[src/rtl/core/assert_macros.svh]
// ----------------------------------------------------------------------------
// Assertion macros
// Shared concurrent assertion forms, sampled on clock and disabled in reset.
// ----------------------------------------------------------------------------
`ifndef ASSERT_MACROS_SVH
`define ASSERT_MACROS_SVH

// The consequent must hold whenever the antecedent holds, in the same cycle.
`define ASSERT_IMPLIES(label, ante, cons, msg) \
   label: assert property (@(posedge clock) disable iff (reset) (ante) |-> (cons)) \
      else $error(msg);

// The consequent must hold in the cycle after the antecedent.
`define ASSERT_NEXT(label, ante, cons, msg) \
   label: assert property (@(posedge clock) disable iff (reset) (ante) |=> (cons)) \
      else $error(msg);

// The condition must never hold.
`define ASSERT_NEVER(label, cond, msg) \
   label: assert property (@(posedge clock) disable iff (reset) !(cond)) \
      else $error(msg);

`endif

[src/rtl/core/upq_pkg.sv]
// ----------------------------------------------------------------------------
// Priority queue package
// Types and codes shared by the queue core and its stream interfaces.
// ----------------------------------------------------------------------------
package upq_pkg;

   localparam int DEPTH_DEFAULT = 16;

   localparam logic MODE_ENQUEUE = 1'b0;
   localparam logic MODE_DEQUEUE = 1'b1;

   typedef enum logic [1:0] {
      STAT_ENQUEUED = 2'd0,
      STAT_DEQUEUED = 2'd1,
      STAT_EMPTY    = 2'd2,
      STAT_FULL     = 2'd3
   } status_type;

   typedef enum logic [1:0] {
      S_IDLE,
      S_SCAN,
      S_SHIFT,
      S_RESULT
   } state_type;

   typedef struct packed {
      logic               mode;
      logic signed [15:0] entry_priority;
      logic [31:0]        entry_tag;
   } req_word_type;

   typedef struct packed {
      status_type         status;
      logic signed [15:0] out_priority;
      logic [31:0]        out_tag;
   } rsp_word_type;

endpackage

[src/rtl/core/upq_stream_if.sv]
// ----------------------------------------------------------------------------
// Stream interface
// Valid/ready channel that moves one word of a given payload type.
// ----------------------------------------------------------------------------
interface upq_stream_if #(
   parameter type payload_type = logic
);
   logic        valid;
   logic        ready;
   payload_type payload;

   modport source (output valid, output payload, input ready);
   modport sink (input valid, input payload, output ready);
endinterface

[src/rtl/core/unsorted_max_priority_queue.sv]
// ----------------------------------------------------------------------------
// Unsorted max-priority queue
// Bounded queue of priority/tag entries kept in arrival order in two memories.
// ----------------------------------------------------------------------------
// An enqueue word appends one entry and returns its status in the cycle after
// acceptance; an enqueue on a full queue is refused with status full. A
// dequeue word scans the stored entries newest to oldest with one comparator,
// one entry per cycle, returns the highest priority (the newest one among
// ties), then closes the gap by moving each later entry down one slot, one
// entry per cycle through the one write port. A dequeue on an empty queue
// returns status empty without a scan or shift. The input is not ready while
// a dequeue is in progress.
module unsorted_max_priority_queue #(
   parameter int DEPTH = upq_pkg::DEPTH_DEFAULT
) (
   input  logic           clock,
   input  logic           reset,
   upq_stream_if.sink     req_if,
   upq_stream_if.source   rsp_if
);
   import upq_pkg::*;

`include "assert_macros.svh"

   localparam int AW = (DEPTH > 1) ? $clog2(DEPTH) : 1;
   localparam int CW = $clog2(DEPTH + 1);

   logic signed [15:0] slot_priority_mem [DEPTH];
   logic [31:0]        slot_tag_mem [DEPTH];

   state_type          state_ff, state_in;
   logic [CW-1:0]      occ_ff, occ_in;
   logic [AW-1:0]      scan_idx_ff, scan_idx_in;
   logic [AW-1:0]      wr_idx_ff, wr_idx_in;
   logic               first_ff, first_in;
   logic               rsp_valid_ff, rsp_valid_in;
   rsp_word_type       rsp_word_ff, rsp_word_in;
   logic signed [15:0] best_prio_ff, best_prio_in;
   logic [31:0]        best_tag_ff, best_tag_in;
   logic [AW-1:0]      best_idx_ff, best_idx_in;
   logic signed [15:0] rd_prio_ff;
   logic [31:0]        rd_tag_ff;

   logic               wr_en;
   logic [AW-1:0]      wr_addr;
   logic signed [15:0] wr_prio;
   logic [31:0]        wr_tag;
   logic [AW-1:0]      rd_addr;
   logic               req_ready;
   logic               out_free;
   logic               take;
   logic [CW-1:0]      occ_last;
   logic [AW-1:0]      cand_idx;
   req_word_type       req_word;

   assign req_word       = req_if.payload;
   assign req_if.ready   = req_ready;
   assign rsp_if.valid   = rsp_valid_ff;
   assign rsp_if.payload = rsp_word_ff;
   assign out_free       = !rsp_valid_ff || rsp_if.ready;
   assign occ_last       = occ_ff - CW'(1);

   always_ff @(posedge clock) begin
      if (wr_en) begin
         slot_priority_mem[wr_addr] <= wr_prio;
         slot_tag_mem[wr_addr]      <= wr_tag;
      end
      rd_prio_ff <= slot_priority_mem[rd_addr];
      rd_tag_ff  <= slot_tag_mem[rd_addr];
   end

   always_ff @(posedge clock) begin
      if (reset) begin
         state_ff     <= S_IDLE;
         occ_ff       <= '0;
         rsp_valid_ff <= 1'b0;
      end else begin
         state_ff     <= state_in;
         occ_ff       <= occ_in;
         rsp_valid_ff <= rsp_valid_in;
      end
   end

   always_ff @(posedge clock) begin
      scan_idx_ff  <= scan_idx_in;
      wr_idx_ff    <= wr_idx_in;
      first_ff     <= first_in;
      rsp_word_ff  <= rsp_word_in;
      best_prio_ff <= best_prio_in;
      best_tag_ff  <= best_tag_in;
      best_idx_ff  <= best_idx_in;
   end

   always_comb begin
      state_in     = state_ff;
      occ_in       = occ_ff;
      scan_idx_in  = scan_idx_ff;
      wr_idx_in    = wr_idx_ff;
      first_in     = first_ff;
      rsp_valid_in = rsp_valid_ff && !rsp_if.ready;
      rsp_word_in  = rsp_word_ff;
      best_prio_in = best_prio_ff;
      best_tag_in  = best_tag_ff;
      best_idx_in  = best_idx_ff;
      wr_en        = 1'b0;
      wr_addr      = wr_idx_ff;
      wr_prio      = rd_prio_ff;
      wr_tag       = rd_tag_ff;
      rd_addr      = '0;
      req_ready    = 1'b0;
      take         = first_ff || (rd_prio_ff > best_prio_ff);
      cand_idx     = take ? scan_idx_ff : best_idx_ff;

      case (state_ff)
         S_IDLE: begin
            req_ready = out_free;
            if (req_if.valid && out_free) begin
               if (req_word.mode == MODE_ENQUEUE) begin
                  rsp_valid_in = 1'b1;
                  rsp_word_in  = '{status: STAT_FULL, out_priority: '0, out_tag: '0};
                  if (occ_ff != CW'(DEPTH)) begin
                     wr_en       = 1'b1;
                     wr_addr     = occ_ff[AW-1:0];
                     wr_prio     = req_word.entry_priority;
                     wr_tag      = req_word.entry_tag;
                     occ_in      = occ_ff + CW'(1);
                     rsp_word_in.status = STAT_ENQUEUED;
                  end
               end else if (occ_ff == '0) begin
                  rsp_valid_in = 1'b1;
                  rsp_word_in  = '{status: STAT_EMPTY, out_priority: '0, out_tag: '0};
               end else begin
                  rd_addr     = occ_last[AW-1:0];
                  scan_idx_in = occ_last[AW-1:0];
                  first_in    = 1'b1;
                  state_in    = S_SCAN;
               end
            end
         end
         S_SCAN: begin
            first_in = 1'b0;
            if (take) begin
               best_prio_in = rd_prio_ff;
               best_tag_in  = rd_tag_ff;
               best_idx_in  = scan_idx_ff;
            end
            if (scan_idx_ff != '0) begin
               rd_addr     = scan_idx_ff - AW'(1);
               scan_idx_in = scan_idx_ff - AW'(1);
            end else begin
               rd_addr   = cand_idx + AW'(1);
               wr_idx_in = cand_idx;
               state_in  = S_SHIFT;
            end
         end
         S_SHIFT: begin
            if ((CW'(wr_idx_ff) + CW'(1)) < occ_ff) begin
               wr_en     = 1'b1;
               rd_addr   = wr_idx_ff + AW'(2);
               wr_idx_in = wr_idx_ff + AW'(1);
            end else begin
               occ_in   = occ_last;
               state_in = S_RESULT;
            end
         end
         S_RESULT: begin
            if (out_free) begin
               rsp_valid_in = 1'b1;
               rsp_word_in  = '{status: STAT_DEQUEUED, out_priority: best_prio_ff,
                                out_tag: best_tag_ff};
               state_in     = S_IDLE;
            end
         end
         default: begin
            state_in = S_IDLE;
         end
      endcase
   end

   `ASSERT_NEVER(a_occ_bound, occ_ff > CW'(DEPTH), "occupancy above depth")
   `ASSERT_NEXT(a_empty_deq,
      req_if.valid && req_ready && req_word.mode == MODE_DEQUEUE && occ_ff == '0,
      rsp_valid_ff && rsp_word_ff.status == STAT_EMPTY && occ_ff == '0,
      "empty dequeue mishandled")
   `ASSERT_NEXT(a_full_enq,
      req_if.valid && req_ready && req_word.mode == MODE_ENQUEUE && occ_ff == CW'(DEPTH),
      rsp_word_ff.status == STAT_FULL && occ_ff == $past(occ_ff),
      "full enqueue changed state")
   `ASSERT_IMPLIES(a_busy_hold, state_ff == S_SCAN || state_ff == S_SHIFT, occ_ff != '0,
      "dequeue in progress on empty queue")

endmodule
[src/flat_wrapper.sv]
// flat-port wrapper written by rule: the top's interface ports become plain ports
module unsorted_max_priority_queue_flat import upq_pkg::*;
#(
   parameter int DEPTH = upq_pkg::DEPTH_DEFAULT
)
  (clock, reset, req_if_valid, req_if_payload, req_if_ready, rsp_if_valid, rsp_if_payload, rsp_if_ready);
  upq_stream_if req_if_i ();
  upq_stream_if rsp_if_i ();
  input  logic clock;
  input  logic reset;
  input wire logic [$bits(req_if_i.valid)-1:0] req_if_valid;
  input wire logic [$bits(req_if_i.payload)-1:0] req_if_payload;
  output wire logic [$bits(req_if_i.ready)-1:0] req_if_ready;
  output wire logic [$bits(rsp_if_i.valid)-1:0] rsp_if_valid;
  output wire logic [$bits(rsp_if_i.payload)-1:0] rsp_if_payload;
  input wire logic [$bits(rsp_if_i.ready)-1:0] rsp_if_ready;
  assign req_if_i.valid = req_if_valid;
  assign req_if_i.payload = req_if_payload;
  assign req_if_ready = req_if_i.ready;
  assign rsp_if_valid = rsp_if_i.valid;
  assign rsp_if_payload = rsp_if_i.payload;
  assign rsp_if_i.ready = rsp_if_ready;
  unsorted_max_priority_queue #(.DEPTH(DEPTH)) u_core (.clock(clock), .reset(reset), .req_if(req_if_i), .rsp_if(rsp_if_i));
endmodule
[config.mk]
export PLATFORM = sky130hd
export DESIGN_NAME = unsorted_max_priority_queue_flat
export DESIGN_NICKNAME = d
export VERILOG_FILES = /design/src/rtl/core/upq_pkg.sv /design/src/rtl/core/upq_stream_if.sv /design/src/rtl/core/unsorted_max_priority_queue.sv /design/src/flat_wrapper.sv
export VERILOG_INCLUDE_DIRS = /design/src /design/src/rtl/core
export SDC_FILE = /design/constraint.sdc
export NUM_CORES = 1
export LEC_CHECK = 0
export ABC_CLOCK_PERIOD_IN_PS = 4600
export BUFFER_PORTS_ARGS = -buffer_cell sky130_fd_sc_hd__buf_2
export CAP_MARGIN = 20
export CELL_PAD_IN_SITES_DETAIL_PLACEMENT = 1
export CELL_PAD_IN_SITES_GLOBAL_PLACEMENT = 1
export CORE_MARGIN = 2
export CORE_UTILIZATION = 53
export CTS_CLUSTER_DIAMETER = 150
export DETAILED_ROUTE_END_ITERATION = 10
export GPL_TIMING_DRIVEN = 1
export PLACE_DENSITY = 0.82
export SLEW_MARGIN = 5
export SYNTH_ARGS = -nofsm -noshare
export SYNTH_HDL_FRONTEND = slang
export SYNTH_SLANG_ARGS = --single-unit
[constraint.sdc]
create_clock -name clock -period 4.6 [get_ports clock]
set_input_delay 0.92 -clock clock [delete_from_list [all_inputs] [get_ports clock]]
set_output_delay 0.92 -clock clock [all_outputs]
set_load 0.02 [all_outputs]
== Word-level counts from Yosys, hierarchy flattened ==
Memory sizes are Yosys's and may differ from the RTL's. A register that Yosys moved wholly into a read port is not among the register bits.
Index checks and enable logic that the tools add are counted.

* RAM bits: 768
* Output and inout bits: 3
* Register bits: 38
* Memories kept: 2

{| class="wikitable"
|+ Memories
! memory !! depth !! bits a word !! read ports !! clocked after Yosys merged registers in !! wr ports !! RTL line !! text
|-
| u_core.slot_tag_mem || 16 || 32 || 1 || 1 || 1 || unsorted_max_priority_queue.sv:29 || <nowiki>logic [31:0] slot_tag_mem [DEPTH];</nowiki>
|-
| u_core.slot_priority_mem || 16 || 16 || 1 || 1 || 1 || unsorted_max_priority_queue.sv:28 || <nowiki>logic signed [15:0] slot_priority_mem [DEPTH];</nowiki>
|}

* Equal/unequal tests: 10
* Add/sub/neg operators: 7
* Order comparisons: 2
* Muxes and demuxes: 37
* Bitwise operators: 1
* Reduce and logical (&&, ||, !) cells: 16

{| class="wikitable"
|+ Operator list
! kind !! count
|-
| $mux W32 || 3
|-
| $mux W16 || 3
|-
| $mux W4 || 8
|-
| $gt A16 B16 Y1 || 1
|-
| $pmux W4 S2 || 2
|-
| $mux W5 || 3
|-
| $mux W1 || 10
|-
| $pmux W5 S2 || 1
|-
| $add A4 B1 Y4 const B || 2
|-
| $ne A2 B1 Y1 const B || 4
|-
| $reduce_and A4 Y1 || 2
|-
| $mux W2 || 3
|-
| $pmux W1 S2 || 3
|-
| $pmux W2 S3 || 1
|-
| $reduce_and A3 Y1 || 2
|-
| $reduce_bool A2 Y1 || 3
|-
| $add A4 B1 Y5 const B || 1
|-
| $add A5 B1 Y5 const B || 1
|-
| $lt A5 B5 Y1 || 1
|-
| $ne A5 B5 Y1 const B || 1
|-
| $sub A5 B1 Y5 const B || 1
|-
| $add A4 B2 Y4 const B || 1
|-
| $eq A2 B2 Y1 const B || 2
|-
| $ne A2 B2 Y1 const B || 2
|-
| other kinds (9) || 12
|}

== Longest topological paths before layout ==
Gate-level depths: netlist of the first run.

* Word-level depth: 7
* Depth in mapped cells: 19

== Worst setup path before layout of the first run ==
No wires, ideal clock.

* Path kind: reg-to-reg
* From: reg u_core.best_prio_ff[15]
* To: reg u_core.rd_prio_ff[0] (read register of u_core.slot_priority_mem)
* Arrival time: 3.830 ns
* Cell stages (with the launch flop): 19
* Period minus slack after synthesis: 3.889 ns
* Buffers on the path: 3
* Slack: 0.711 ns
* Required time: 4.541 ns
* Cells stage by stage: edfxtp_1 > inv_1 > ha_1 > nand4_2 > nor4_2 > a21bo_2 > a31oi_4 > mux2_2 > ha_1 > mux2i_1 > o221ai_1 > and2_1 > buf_2 > a22oi_1 > buf_2 > buf_2 > o221ai_1 > o21ai_0 > o32a_1

* Word-level cells in the longest chain between the ends: 5

{| class="wikitable"
|+ Ends and longest elaborated chain
! element !! RTL line !! text
|-
| from (decl) || unsorted_max_priority_queue.sv:38 || <nowiki>logic signed [15:0] best_prio_ff, best_prio_in;</nowiki>
|-
| from (signal assigned) || unsorted_max_priority_queue.sv:89 || <nowiki>best_prio_ff <= best_prio_in;</nowiki>
|-
| $gt A16 B16 Y1 || unsorted_max_priority_queue.sv:111 || <nowiki>take = first_ff || (rd_prio_ff > best_prio_ff);</nowiki>
|-
| $mux W4 || unsorted_max_priority_queue.sv:112 || <nowiki>cand_idx = take ? scan_idx_ff : best_idx_ff;</nowiki>
|-
| via u_core.cand_idx[1] || unsorted_max_priority_queue.sv:53 || <nowiki>logic [AW-1:0] cand_idx;</nowiki>
|-
| $add A4 B1 Y4 || unsorted_max_priority_queue.sv:151 || <nowiki>rd_addr = cand_idx + AW'(1);</nowiki>
|-
| $mux W4 || unsorted_max_priority_queue.sv:147 || <nowiki>if (scan_idx_ff != '0) begin</nowiki>
|-
| $pmux W4 S2 || unsorted_max_priority_queue.sv:114 || <nowiki>case (state_ff)</nowiki>
|-
| to (decl) || unsorted_max_priority_queue.sv:41 || <nowiki>logic signed [15:0] rd_prio_ff;</nowiki>
|}

The timed path passes the listed nets, and every way through them passes these cells.
A chain may end at the register's enable or synchronous reset.

== Worst setup path in the final report of the first run ==
* From: reg u_core.best_prio_ff[15]
* To: reg u_core.rd_prio_ff[10] (read register of u_core.slot_priority_mem)

The elaborated chain is that of the path after synthesis.

==> impl_metrics.json, run 1 <==
{
  "path_buf_inv": 2,
  "critPathTopFamily": "compound AO/OA/AOI/OAI gates",
  "synth.top_cell.area_share_pct": 66.62,
  "critPathMaxStageDelay_ns": 0.40,
  "clk_pin_slew_ns": 0.06,
  "numCtsBuffers": 34,
  "yosys.area.top_type": "edfxtp_1",
  "io_buffers": 7,
  "seq_area_um2": 9569,
  "seq_area_frac_synth_pct": 70.29,
  "cts_buffer_depth": 3,
  "netlist_instances": 966,
  "dr_total_vias": 8734,
  "dr_wl_met2_um": 18720,
  "crit_required_ns": 5.00,
  "routedWlPerCell_um": 28.32,
  "vdd_ir_drop_max_v": 0.0003732,
  "track_usage_pct": 28.37,
  "final_common_cell": "edfxtp_1",
  "grt_overflow": 0,
  "grt_pass1_vias": 9259,
  "core_area_um2": 25180,
  "grt_pass1_wl_um": 56100,
  "multi_input_area_um2": 3727,
  "min_period_ns": 4.430,
  "final_cell_mix": "302 x edfxtp_1, 117 x a21oi_1, 72 x nand2_1",
  "die_y_um": 164.3,
  "finalMaxSlewViolations": 0,
  "pin_count": 8,
  "cp_cell_sequence": "inv_1 > ha_2 > nand4_4 > nor4_4 > a21bo_2 > a31oi_4 > mux2_2 > ha_1 > mux2i_1 > o221ai_2 > nand2_2 > a211o_2 > buf_12 > o221ai_1 > a21oi_1 > o32a_1",
  "p_seq_share_pct": 53.4,
  "syn_avg_cell_area_um2": 14.09,
  "comb_power_share_pct": 3.0,
  "dieArea_um2": 26980,
  "p_per_area_nw_per_um2": 403.6,
  "areaGrowthSynthToFinish_pct": 13.18,
  "rsz0062_at_grt": "false",
  "ys_ff_latch": 327,
  "synth-edff-count": 302,
  "hold_viol": 0,
  "rows": 58,
  "ant_nets": 0,
  "cpMaxStageDelayCell": "ha_2",
  "die-width_um": 164.3,
  "h-tree-depth": 2,
  "cp_max_fo": 65,
  "dp_hpwl_um": 21630,
  "cp-end-kind": "flip-flop",
  "nFillCells": 2307,
  "post_synth_instance_area_um2": 13610,
  "yosysUniqueCellTypes": 62,
  "cts.sinks": 327,
  "min_period_over_period_pct": 96.29,
  "fin_skew_ns": 0.01127,
  "switching_share_pct": 20.57,
  "start_util_pct": 54.06,
  "min_path_cells": 0,
  "power.switching_mw": 1.279,
  "dr.pass1.iters": 5,
  "tritoncts": "built",
  "drive_above_1_share_pct": 15.85,
  "antenna_cells": 0,
  "highest_layer": "met4",
  "drv_cap": 0,
  "setup_viol": 0,
  "wl_met3_um": 2786,
  "clock-root-buffer": "clkbuf_16",
  "clk_latency_ns": 0.52,
  "hold_end": "u_core.best_prio_ff[12]",
  "start_kind": "flip-flop",
  "criticalPathCategory": "flip-flop to flip-flop",
  "reg2reg_from": "u_core.best_prio_ff[15]",
  "leakage_nw": 5.161,
  "p_int_mw": 4.939,
  "yosys_warnings": 0,
  "r2r_cells": 16,
  "timing.rr.end": "u_core.rd_prio_ff[10]",
  "worstPathArrival_ns": 4.83,
  "viasPerCell": 6.460,
  "hp-start": "u_core.rd_prio_ff[12]",
  "clkPwrFrac_pct": 43.6,
  "m1WireLength_um": 15290,
  "rrSetupSlack_ns": 0.17,
  "status": "completed",
  "gp_congestion": 0.8277,
  "setup-tns-final_ns": 0,
  "worst_pin_slew_ns": 0.9197,
  "postSynth.asyncResetShare_pct": 0,
  "synthTopCellsByArea": "edfxtp_1 67%, a21oi_1 4.3%, o221ai_1 4.2%, dfxtp_1 3.7%, ha_1 3.0%",
  "grt_antenna_before_repair": 3,
  "hold_path_class": "flip-flop to flip-flop",
  "synth_ff_type": "edfxtp_1",
  "fmax_mhz": 225.8,
  "wirelength_um": 38290,
  "drt_iter0_markers": 977,
  "drc": 0,
  "final_util_pct": 61.18,
  "relSlewSlack_pct": 38.46,
  "syn-num-nets": 1005,
  "grt_max_degree": 88,
  "nets": 1035
}
==> metal layers <==
layer | global-route usage (%) | vias to the layer above
met5 | 0 | -
met4 | 12.44 | 0
met3 | 5.808 | 104
met2 | 47.45 | 388
met1 | 35.90 | 4450
li1 | - | 3792
==> stage by stage <==
step | std cells | area, um^2 | power, mW | hold WS [ns] | worst slack [ns]
floorplan | 966 | 13610 | 3.481 | 0.4027 | 0.7111
finish | 1352 | 15410 | 6.219 | 0.4797 | 0.1705
CTS | 1346 | 15290 | 6.241 | 0.4789 | 0.09209
detailed placement | 1284 | 14190 | 3.562 | 0.4577 | 0.1928
global route | 1352 | 15410 | 6.356 | 0.4848 | 0.006384
global placement | 1284 | 14190 | 3.545 | 0.4509 | 0.3342
==> cell usage after synthesis, types with 2 or more instances <==
master,number
nand3_1,5
a21oi_1,117
o32a_1,17
nor3b_1,4
a211oi_1,4
and4b_1,2
o21ai_0,29
nor2b_1,3
mux2i_1,5
mux2_2,24
buf_6,3
buf_2,21
a21o_1,4
edfxtp_1,302
a31oi_1,5
o211ai_1,2
o21a_1,3
nand2_1,73
nand2b_1,3
and2_1,19
xor2_1,3
clkbuf_1,26
a21bo_2,2
o221ai_1,65
buf_1,2
ha_1,33
nor2_1,69
nor3_1,11
a211o_1,3
xnor2_1,7
buf_4,3
and3_1,2
dfxtp_1,25
nand4_1,5
inv_1,38
==> logic make-up (layout without fill, tap and decap cells) <==
kind of cell / count (synthesis) / count (layout) / synth area share (%)
buffers and inverters: 94 / 150 / 3.033
xor gates and xnor gates: 10 / 10 / 0.6434
DFF: 327 / 327 / 70.29
AOI/OAI and AO/OA: 269 / 269 / 13.62
adders and majority gates: 34 / 34 / 3.180
muxes: 30 / 30 / 2.463
and+or+nand+nor: 202 / 202 / 6.765
==> worst max path at each step <==
stage	startpoint	to	slack, ns	cells after the start
2_1_floorplan	u_core.best_prio_ff[15]	u_core.rd_prio_ff[0]	0.71	18
3_3_place_gp	u_core.best_prio_ff[15]	u_core.rd_prio_ff[14]	0.33	16
3_5_place_dp	u_core.best_prio_ff[15]	u_core.rd_prio_ff[14]	0.19	16
4_1_cts	u_core.best_prio_ff[15]	u_core.rd_prio_ff[10]	0.09	16
5_1_grt	u_core.best_prio_ff[15]	u_core.rd_prio_ff[14]	0.006	16
6_report	u_core.best_prio_ff[15]	u_core.rd_prio_ff[10]	0.17	16
==> worst register-to-register path: cells and delay by family, from the launching register on <==
kind	cells	cell delay (ns)
AOI/OAI and AO/OA	7	1.91
adders and majority gates	2	0.69
and+or+nand+nor	3	0.62
muxes	2	0.47
DFF	1	0.34
buffers and inverters	2	0.28
==> power groups by stage <==
stage | clock, mW | combinational (mW) | sequential (mW)
floorplan | 0 | 0.108 | 3.37
global placement | 0 | 0.165 | 3.38
detailed placement | 0 | 0.178 | 3.38
CTS | 2.74 | 0.179 | 3.32
global route | 2.83 | 0.200 | 3.32
finish | 2.71 | 0.184 | 3.32
==> final cells by class <==
type                       instances  share of cell area (%)
clock inverter                    12                  0.8364
sequential                       327                   62.11
clock buffer                      50                   6.302
tap                              330                   2.680
inverter                          39                  0.9501
timing repair buffer              49                   2.932
multi-input combinational        545                   24.19
==> registers in the layout, summed over array words and instances, names as in the netlist <==
register                  flops
u_core.best_prio_ff          16
u_core.scan_idx_ff            4
u_core.best_idx_ff            4
u_core.rd_tag_ff              1
u_core.slot_tag_mem          16
u_core.slot_priority_mem    256
u_core.occ_ff                 5
u_core.wr_idx_ff              4
u_core.rd_prio_ff            16
u_core.rsp_if.payload         1
u_core.rsp_if.valid           1
u_core.state_ff               2
u_core.best_tag_ff            1
==> timing repair <==
item                                    4_1_cts  5_1_grt
endpoints found under the setup margin        0       17
setup buffers                                 0        3
hold buffers                                  0        0
resized for setup                             0       10
No activity file was read; power rests on OpenSTA's default activity.
==> inputs of run 2 (changes only) <==
- ABC_CLOCK_PERIOD_IN_PS: 4600 -> 4660
- REMOVE_ABC_BUFFERS: not set -> 1
- clock period: 4.6 -> 4.66 ns (I/O delays scaled with it)
==> run 2 against run 1 <==
- worst setup slack improved by 0.068 ns
- clock power decreased by 4%
- clock skew decreased by 0.0017 ns
- worst hold slack worse by 0.013 ns
- wire length fell by 4.6%
- flip-flop and latch count did not move
- critical path depth stayed put
- global-route usage is 0.50 points lower
- fmax is 0.19% higher
- critical path type unchanged
- critical endpoint is now u_core.rd_tag_ff[0]
- largest power group unchanged
==> impl_metrics.json, run 2 (synthesis results as in run 1) <==
{
  "track_usage_pct": 27.87,
  "cp-end-kind": "flip-flop",
  "relSlewSlack_pct": 41.59,
  "grt_max_degree": 88,
  "viasPerCell": 6.539,
  "clk_pin_slew_ns": 0.06,
  "die-width_um": 164.3,
  "hold_viol": 0,
  "clock-root-buffer": "clkbuf_16",
  "grt_overflow": 0,
  "multi_input_area_um2": 3694,
  "status": "completed",
  "leakage_nw": 5.101,
  "largest_reg_flops": 256,
  "worstPathArrival_ns": 4.81,
  "grt_pass1_vias": 9105,
  "pin_count": 8,
  "seq_area_um2": 9569,
  "fin_cells": 1344,
  "finalMaxSlewViolations": 0,
  "gp_congestion": 0.8131,
  "cp_max_fo": 65,
  "core_area_um2": 25180,
  "ant_nets": 0,
  "areaGrowthSynthToFinish_pct": 12.31,
  "h-tree-depth": 2,
  "cpMaxStageDelayCell": "mux2_2",
  "top_register": "u_core.slot_priority_mem",
  "hold_path_class": "flip-flop to flip-flop",
  "dp_hpwl_um": 20830,
  "min_period_over_period_pct": 94.87,
  "critPathTopFamily": "compound AO/OA/AOI/OAI gates",
  "start_util_pct": 54.06,
  "drive_above_1_share_pct": 14.60,
  "crit_required_ns": 5.05,
  "antenna_cells": 0,
  "path_buf_inv": 2,
  "fmax_mhz": 226.2,
  "cts.sinks": 327,
  "dr.pass1.iters": 6,
  "drc": 0,
  "setup_viol": 0,
  "total_power_mw": 6.063,
  "tritoncts": "built",
  "worst_pin_slew_ns": 0.8728,
  "min_period_ns": 4.421,
  "drv_cap": 0,
  "rsz0062_at_grt": "false",
  "io_buffers": 7,
  "dieArea_um2": 26980,
  "final_common_cell": "edfxtp_1",
  "cp_cell_sequence": "inv_1 > ha_1 > nand4_2 > nor4_2 > a21bo_2 > a31oi_4 > mux2_2 > ha_1 > mux2i_1 > o221ai_1 > nand2_1 > a211o_2 > buf_12 > o221ai_1 > a21oi_1 > o32a_1",
  "die_y_um": 164.3,
  "grt_pass1_wl_um": 55550,
  "routedWlPerCell_um": 27.19,
  "nFillCells": 2338,
  "dr_total_vias": 8788,
  "critPathMaxStageDelay_ns": 0.40,
  "final_cell_mix": "302 x edfxtp_1, 117 x a21oi_1, 73 x nand2_1",
  "grt_antenna_before_repair": 0,
  "cts_buffer_depth": 3,
  "start_kind": "flip-flop",
  "post-place-cells": 1282,
  "p_per_area_nw_per_um2": 396.6,
  "drt_iter0_markers": 943,
  "rows": 58,
  "nets": 1028,
  "clk_latency_ns": 0.51,
  "numCtsBuffers": 34,
  "post_cts_buffers": 0,
  "criticalPathCategory": "flip-flop to flip-flop",
  "vdd_ir_drop_max_v": 0.0003707,
  "fin_skew_ns": 0.009582,
  "wirelength_um": 36550
}
[run 2: cell types whose count changed in the layout (fill, tap and decap cells not counted), sizes merged]
| cell | change |
|---|---|
| clkinvlp | +1 |
| clkinv | +2 |
| bufinv | -1 |
| inv | -1 |
| clkbuf | -4 |
| buf | -5 |
[run 2: metal layers]
layer / up-vias / track usage [%] / part of all wire, %
met5: - / 0 / 0
met4: 0 / 12.04 / 3.5
met3: 85 / 4.141 / 6.7
met2: 406 / 44.92 / 49
met1: 4525 / 37.97 / 41
li1: 3772 / - / -
[run 2: worst reg2reg max path, stage by stage (launching register included)]
cell      delay, ns
edfxtp_1       0.34
inv_1          0.04
ha_1           0.38
nand4_2        0.19
nor4_2         0.34
a21bo_2        0.29
a31oi_4        0.26
mux2_2         0.40
ha_1           0.28
mux2i_1        0.06
o221ai_1       0.23
nand2_1        0.17
a211o_2        0.38
buf_12         0.21
o221ai_1       0.31
a21oi_1        0.08
o32a_1         0.34
[run 2: layout make-up]
cell class                      count  share of cell area (%)
Clock buffer                       48                   6.384
Sequential cell                   327                   62.59
Inverter                           39                  0.9575
Timing Repair Buffer               42                   2.603
Tap cell                          330                   2.701
Clock inverter                     13                  0.6056
Multi-Input combinational cell    545                   24.16
[run 2: metrics by stage]
step | cell area [um^2] | util, % | setup WS (ns) | hold slack (ns) | TNS [ns]
after floorplan | 13350 | - | -2.250 | 0.4027 | -38.24
after global placement | 14210 | 56.43 | 0.4824 | 0.4181 | 0
after detailed placement | 14210 | 56.43 | 0.2644 | 0.4194 | 0
after CTS | 15280 | 60.68 | 0.2744 | 0.4457 | 0
after global routing | 15290 | 60.71 | 0.009557 | 0.4784 | 0
final | 15290 | 60.71 | 0.2388 | 0.4672 | 0
[run 2: final timing paths]
check	from	endpoint	slack (ns)	cells after the start
setup reg to reg	u_core.best_prio_ff[15]	u_core.rd_tag_ff[0]	0.24	16
hold / removal	u_core.rd_prio_ff[0]	u_core.best_prio_ff[0]	0.47	0
setup / recovery	u_core.best_prio_ff[15]	u_core.rd_tag_ff[0]	0.24	16
hold reg to reg	u_core.rd_prio_ff[0]	u_core.best_prio_ff[0]	0.47	0
[run 2: timing repair]
action                     CTS  global route
hold buffers                 0             0
setup endpoints to repair    0             2
resized for setup            0             1
[run 2: where the power goes]
group | internal, mW | total (mW) | switching, mW | leakage [nW]
Combinational | 0.0525 | 0.177 | 0.124 | 1.60
Sequential | 3.26 | 3.28 | 0.0244 | 2.99
Clock | 1.52 | 2.61 | 1.09 | 0.518
Total | 4.83 | 6.06 | 1.24 | 5.10
